## config.mk

```make
export PLATFORM = sky130hd
export DESIGN_NAME = dhkv_rem
export DESIGN_NICKNAME = d
export VERILOG_FILES = /design/src/hw/rtl/dhkv_pkg.sv /design/src/hw/rtl/dhkv_rem.sv
export SDC_FILE = /design/constraint.sdc
export NUM_CORES = 1
export LEC_CHECK = 0
export BUFFER_PORTS_ARGS = -buffer_cell sky130_fd_sc_hd__clkbuf_2
export CORE_ASPECT_RATIO = 1.75
export CORE_MARGIN = 1
export CORE_UTILIZATION = 39
export DETAILED_ROUTE_END_ITERATION = 10
export PLACE_DENSITY = 0.6
export SYNTH_ARGS = -nofsm -noshare
export SYNTH_HDL_FRONTEND = slang
export SYNTH_SLANG_ARGS = --single-unit
```

## constraint.sdc

```tcl
create_clock -name clk -period 4.7 [get_ports clk]
set_input_delay 0.47 -clock clk [delete_from_list [all_inputs] [get_ports clk]]
set_output_delay 0.47 -clock clk [all_outputs]
set_load 0.05 [all_outputs]
```

## src/hw/rtl/dhkv_pkg.sv

```systemverilog
`default_nettype none

package dhkv_pkg;

    // Default sizes
    localparam int DEF_TABLE_DEPTH = 1024;
    localparam int DEF_KEY_WIDTH   = 32;
    localparam int DEF_VALUE_WIDTH = 32;

    // Fixed field widths
    localparam int SIZE_W   = 11;
    localparam int PRIME_W  = 16;
    localparam int CFG_W    = 16;
    localparam int COUNT_W  = 11;
    localparam int STATUS_W = 3;
    localparam int VOUT_W   = 32;
    localparam int OP_W     = 2;

    // Divisor width of the remainder unit: covers the step prime and the table size
    localparam int DVW = 17;

    localparam logic [COUNT_W-1:0] COUNT_MAX = {COUNT_W{1'b1}};

    // Register indexes
    localparam logic CFG_TABLE_SIZE = 1'b0;
    localparam logic CFG_STEP_PRIME = 1'b1;

    // Operation codes
    localparam logic [OP_W-1:0] OP_INSERT = 2'd0;
    localparam logic [OP_W-1:0] OP_SEARCH = 2'd1;
    localparam logic [OP_W-1:0] OP_DELETE = 2'd2;
    localparam logic [OP_W-1:0] OP_NONE   = 2'd3;

    // Status codes
    localparam logic [STATUS_W-1:0] ST_INSERTED  = 3'd0;
    localparam logic [STATUS_W-1:0] ST_OVERWRITE = 3'd1;
    localparam logic [STATUS_W-1:0] ST_FOUND     = 3'd2;
    localparam logic [STATUS_W-1:0] ST_NOT_FOUND = 3'd3;
    localparam logic [STATUS_W-1:0] ST_FULL      = 3'd4;

    // Slot marks
    typedef enum logic [1:0] {
        MARK_EMPTY = 2'd0,
        MARK_LIVE  = 2'd1,
        MARK_TOMB  = 2'd2
    } mark_t;

    // Controller states
    typedef enum logic [2:0] {
        S_CLEAR,
        S_IDLE,
        S_MOD_KEY,
        S_MOD_STEP,
        S_READ,
        S_CHECK
    } state_t;

endpackage

`default_nettype wire

```

## src/hw/rtl/dhkv_rem.sv

```systemverilog
`default_nettype none

// Bit-serial remainder: one dividend bit per cycle, done pulses with rem valid
module dhkv_rem
    import dhkv_pkg::*;
#(
    parameter int DW = 32
)
(
    input  wire logic           clk,
    input  wire logic           rst_n,
    input  wire logic           start,
    input  wire logic [DW-1:0]  dividend,
    input  wire logic [DVW-1:0] divisor,
    output logic [DVW-1:0]      rem,
    output logic                done
);

    localparam int CW = $clog2(DW + 1);

    logic [DW-1:0]  sh_reg,  sh_next;
    logic [DVW-1:0] rem_reg, rem_next;
    logic [CW-1:0]  cnt_reg, cnt_next;
    logic           done_reg, done_next;
    logic [DVW:0]   trial;

    // Shift in the next bit and subtract the divisor where it fits
    always_comb
    begin
        sh_next   = sh_reg;
        rem_next  = rem_reg;
        cnt_next  = cnt_reg;
        done_next = 1'b0;
        trial     = {rem_reg, sh_reg[DW-1]};
        if (trial >= {1'b0, divisor})
        begin
            trial = trial - {1'b0, divisor};
        end
        if (start)
        begin
            sh_next  = dividend;
            rem_next = '0;
            cnt_next = CW'(DW);
        end
        else if (cnt_reg != '0)
        begin
            sh_next   = {sh_reg[DW-2:0], 1'b0};
            rem_next  = trial[DVW-1:0];
            cnt_next  = cnt_reg - 1'b1;
            done_next = (cnt_reg == CW'(1));
        end
    end

    always_ff @(posedge clk or negedge rst_n)
    begin
        if (!rst_n)
        begin
            cnt_reg  <= '0;
            done_reg <= 1'b0;
        end
        else
        begin
            cnt_reg  <= cnt_next;
            done_reg <= done_next;
        end
    end

    always_ff @(posedge clk)
    begin
        sh_reg  <= sh_next;
        rem_reg <= rem_next;
    end

    assign rem  = rem_reg;
    assign done = done_reg;

endmodule

`default_nettype wire

```

Yosys cells after proc, flatten, opt, wreduce, memory -nomap -nowiden
Cells that the tools add are included.
{"block": "word_totals", "ff_bits": 56, "input_bits": 52, "output_inout_bits": 18, "wordCells": 17}
{"block": "op_classes", "n_addsub": 2, "magnitude_cmp": 1, "n_eq_ne": 1, "muxes": 7, "reduce_logical": 2}
{"cell": "32-bit two-way mux", "count": 2}
{"cell": "18-bit by 17-bit >= comparator with 1-bit output", "count": 1}
{"cell": "17-bit two-way mux", "count": 1}
{"cell": "17-bit subtractor", "count": 1}
{"cell": "6-bit two-way mux", "count": 2}
{"cell": "6-bit by 1-bit == test with 1-bit output (second input constant)", "count": 1}
{"cell": "6-bit nonzero test", "count": 1}
{"cell": "6-bit by 1-bit subtractor with 6-bit output (second input constant)", "count": 1}
{"cell": "1-bit two-way mux", "count": 2}
{"cell": "2-bit nonzero test", "count": 1}

Logic depth before layout (Yosys ltp)
{"block": "depth", "word_depth": 3, "depth_mapped": 13}

Least setup slack after synthesis
Ideal clock, no wire load.
{"block": "synth_path", "path_type": "flip-flop to flip-flop", "from": "register rem_reg[3], in the netlist rem[3]", "to": "register rem_reg[14], in the netlist rem[14]", "setup_ns": 0.117, "arrival_time_ns": 2.531, "required_ns": 4.583, "setup_slack_ns": 2.052, "stages_incl_launch_ff": 11, "path_buffers": 2, "cell_sequence": "dfxtp_1 -> ha_1 -> a21o_1 -> a22o_1 -> o31a_1 -> o211ai_2 -> nand2b_2 -> buf_6 -> buf_8 -> o221ai_2 -> nand2_1"}
{"block": "synth_between", "elab_chain_len": 2}
{"element": "start, declared", "line": "dhkv_rem.sv:22", "text": "logic [DVW-1:0] rem_reg, rem_next;"}
{"element": "start signal, assigned", "line": "dhkv_rem.sv:71", "text": "rem_reg <= rem_next;"}
{"element": "17-bit subtractor or 18-bit by 17-bit >= comparator with 1-bit output (tied branches)", "line": "dhkv_rem.sv:37, dhkv_rem.sv:35"}
{"element": "17-bit two-way mux (*)", "line": "dhkv_rem.sv:35", "text": "if (trial >= {1'b0, divisor})"}
Mark *: on every way between the ends. The rest lies on a longest branch, timed or not.
A chain may end at the register's enable or synchronous reset.

Worst setup path in the final report
{"block": "layout_path", "from": "register sh_reg[31]", "to": "register rem_reg[0], in the netlist rem[0]"}
{"block": "layout_between", "elab_chain_len": 2}
{"element": "start, declared", "line": "dhkv_rem.sv:21", "text": "logic [DW-1:0] sh_reg, sh_next;"}
{"element": "start signal, assigned", "line": "dhkv_rem.sv:70", "text": "sh_reg <= sh_next;"}
{"element": "17-bit subtractor or 18-bit by 17-bit >= comparator with 1-bit output (tied branches)", "line": "dhkv_rem.sv:37, dhkv_rem.sv:35"}
{"element": "17-bit two-way mux (*)", "line": "dhkv_rem.sv:35"}
Marks and branches as above.

==> flow_metrics.py <==
metrics = {
    "timing": {
        "finalSetupViolations": 0,
        "drv_slew": 0,
        "timing.slew.headroom": 0.5051,
        "finalHoldViolations": 0,
        "tightest_slew_ns": 0.7396,
        "timing.final.crit_share": 0.6602,
        "fin_crit_ns": 3.103,
        "max_freq_ghz": 0.3223,
        "final.setup.tns_ns": 0,
        "skew_ns": 0.006342,
        "rsz0062_at_grt": "no",
    },
    "setup_path": {
        "start_kind": "flip-flop",
        "worst_ep_required_time_ns": 4.92,
        "reg2reg_depth": 11,
        "worstPathCellList": "inv_1 > ha_1 > inv_1 > fa_1 > a21o_1 > a22o_1 > o31a_1 > o211ai_2 > nand2b_2 > mux2_4 > a211oi_2",
        "critPathArrivalTime_ns": 3.32,
        "crit_fanout": 20,
        "crit_type": "flip-flop to flip-flop",
        "endpoint_kind": "flip-flop",
        "worst_path_max_delay_cell": "mux2_4",
        "crit_family": "compound AO/OA/AOI/OAI gates",
        "cp.depth": 11,
        "cpPeakStageDelay_ns": 0.42,
        "path_common_cell": "inv_1",
        "crit_buf_inv": 2,
    },
    "floorplan": {
        "die_y_um": 124.4,
        "start_util": 0.4017,
        "ioPinCount": 70,
        "die_w_um": 71.95,
        "die_area_mm2": 0.008951,
        "core_mm2": 0.008313,
        "rows": 44,
    },
    "clock_tree": {
        "postCtsResizedCells": 0,
        "hold_buffers": 0,
        "root_buffer": "clkbuf_16",
        "numCtsBuffers": 5,
        "cts_sinks": 56,
        "insertion_delay_ns": 0.29,
        "cts_setup_buffers": 0,
        "cts_tree": "done",
        "cts_htree_levels": 2,
        "cts.path.max_buffers": 2,
        "clk_pin_slew_ns": 0.08,
    },
    "grt": {
        "grt_pass1_wl_um": 12360,
        "grt_start_max_net_pins": 51,
        "gr-usage-all-layers": 0.1725,
        "grt_pass1_vias": 2743,
        "antenna_found_initial": 0,
        "grt_overflow_total": 0,
    },
    "power_and_ir_drop": {
        "p_leak_nw": 1.769,
        "ir_drop_v": 0.0002742,
        "p_sw_uw": 991.0,
        "internal_power_mw": 1.319,
        "power_density_mw_per_mm2": 586.4,
        "combPwrFrac": 0.496,
        "seq_power_share": 0.337,
        "swShare": 0.4291,
        "pwr-share-clk": 0.167,
    },
    "synthesis": {
        "yosys_register_bits": 56,
        "synth_fp_nets": 387,
        "synthXorXnorAreaFrac": 0.04196,
        "yosys.area_share.simple": 0.1094,
        "yosys-top-cells-area": "edfxtp_1, mux2_2, dfxtp_1, ha_1, dfrtp_1",
        "synthCells": 315,
        "ys.flop_type": "edfxtp_1",
        "yosysSeqAreaShare": 0.4421,
        "synth_top_family_by_area": "multiplexers",
        "synth_adder_area_share": 0.07718,
        "yosys_warnings": 0,
        "syn_avg_cell_area_um2": 10.60,
        "synth_area_leader_cell": "edfxtp_1",
        "yosysTopAreaCellShare": 0.2877,
        "synth_cell_type_count": 53,
        "syn_area_mm2": 0.003339,
        "synth_compound_area_frac": 0.1409,
        "muxShareOfSynthArea": 0.1420,
        "synth_edf_count": 32,
        "ys_async_sr_fraction": 0.1250,
    },
    "placed_design": {
        "dpl.hpwl_um": 5583,
        "place_congestion": 0.8539,
        "portBuffers": 69,
    },
    "detailed_routing": {
        "wl_met3_um": 207,
        "dr.pass1.iters": 4,
        "drtAntennaViolNets": 0,
        "wl_met1_um": 2901,
        "wl_per_cell_um": 14.52,
        "drt_iter0_markers": 103,
        "vias": 2527,
        "met2WireLength_um": 3956,
        "post-route-drc-count": 0,
        "highest_layer": "met4",
        "viasPerCell": 5.074,
        "wl_um": 7230,
    },
    "final_layout": {
        "utilization": 0.4738,
        "multi_input_area_mm2": 0.001708,
        "area_growth_syn_to_layout_pct": 17.95,
        "fill_cells": 783,
        "largest_reg_flops": 32,
        "fin_nets": 454,
        "seqCellArea_mm2": 0.001476,
        "drive_above_1_share": 0.3133,
        "num_antenna_cells": 0,
    },
    "worst_hold_path": {
        "worstHoldPathType": "input port to async pin",
    },
    "job": {
        "cap_violations": 0,
    },
    "run_status": {
        "status": "completed",
    },
}
-- logic make-up after synthesis --
kind of cell	after synthesis
compound gates	67
mux	43
xor+xnor	16
flops	56
fa+ha+maj	20
buf+inv	36
simple gates	77
-- layout by cell type, fill, tap and decap left out, drive strengths merged, types with 6 or more instances in the layout --
cell / synthesis / routed
clkbuf: 7 / 74
edfxtp: 32 / 32
mux2: 32 / 32
nor2: 28 / 28
inv: 24 / 25
nand2: 20 / 20
ha: 19 / 19
dfxtp: 17 / 17
o21ai: 16 / 16
a211oi: 12 / 12
a21oi: 11 / 11
mux2i: 11 / 11
xnor2: 10 / 10
dfrtp: 7 / 7
a21o: 6 / 6
xor2: 6 / 6
-- per-layer routing --
layer  GRT usage  up-vias
li1            -     1285
met1      0.1931     1170
met2      0.3235       58
met3     0.02508       14
met4     0.05536        0
met5           0        -
-- per-stage QoR --
stage | hold WS [ns] | total power, mW | instances | area (µm²) | worst slack (ns)
after floorplan | 0.1744 | 1.690 | 315 | 3339 | 2.052
after global placement | 0.3198 | 1.928 | 490 | 3786 | 1.488
after detailed placement | 0.3213 | 1.941 | 490 | 3786 | 1.446
after CTS | 0.003689 | 2.337 | 498 | 3939 | 1.576
after global routing | 0.002916 | 2.474 | 498 | 3939 | 1.410
final | 0.001617 | 2.310 | 498 | 3939 | 1.597
-- Yosys cell counts, types with 2 or more instances --
cell type / instances
dfxtp_1: 17
nand2b_1: 3
o21ai_0: 10
mux2_2: 31
a211oi_2: 2
a22o_1: 2
and2_1: 2
mux2i_1: 11
xor2_1: 6
a32oi_1: 2
nand4_1: 4
nor2_1: 28
clkbuf_1: 7
buf_1: 2
and4b_1: 2
nand3b_1: 2
nor4_1: 2
and3_1: 2
a21boi_0: 3
a211oi_1: 10
nor3_1: 4
o21ai_1: 6
o211ai_1: 2
nand3_1: 3
ha_1: 19
a21oi_1: 11
a31oi_1: 2
xnor2_1: 10
dfrtp_1: 7
nand2_1: 20
edfxtp_1: 32
or2_2: 2
a21o_1: 6
inv_1: 24
-- cell type report --
cell class                      count  area share
Multi-Input combinational cell    223      0.4336
Sequential cell                    56      0.3748
Clock inverter                      3    0.006989
Inverter                           24     0.02287
Timing Repair Buffer               72     0.09339
Tap cell                          115     0.03653
Clock buffer                        5     0.03177
-- power groups by stage --
stage / Combinational (mW) / Sequential (mW) / Clock [mW]
after global routing: 1.26 / 0.799 / 0.419
after detailed placement: 1.15 / 0.792 / 0
after CTS: 1.16 / 0.782 / 0.399
final: 1.14 / 0.779 / 0.386
after floorplan: 0.736 / 0.954 / 0
after global placement: 1.14 / 0.789 / 0
-- final timing paths --
path	slack, ns	startpoint	to
worst max-delay path	1.60	sh_reg[31]	rem[0]
max in group asynchronous	4.53	rst_n	cnt_reg[3]
min in group clk	0.46	dividend[0]	sh_reg[0]
worst min-delay path	0.002	rst_n	done
worst min register to register	0.48	rem[14]	rem[14]
worst max register to register	1.60	sh_reg[31]	rem[0]
No activity file was read; power rests on OpenSTA's default activity.
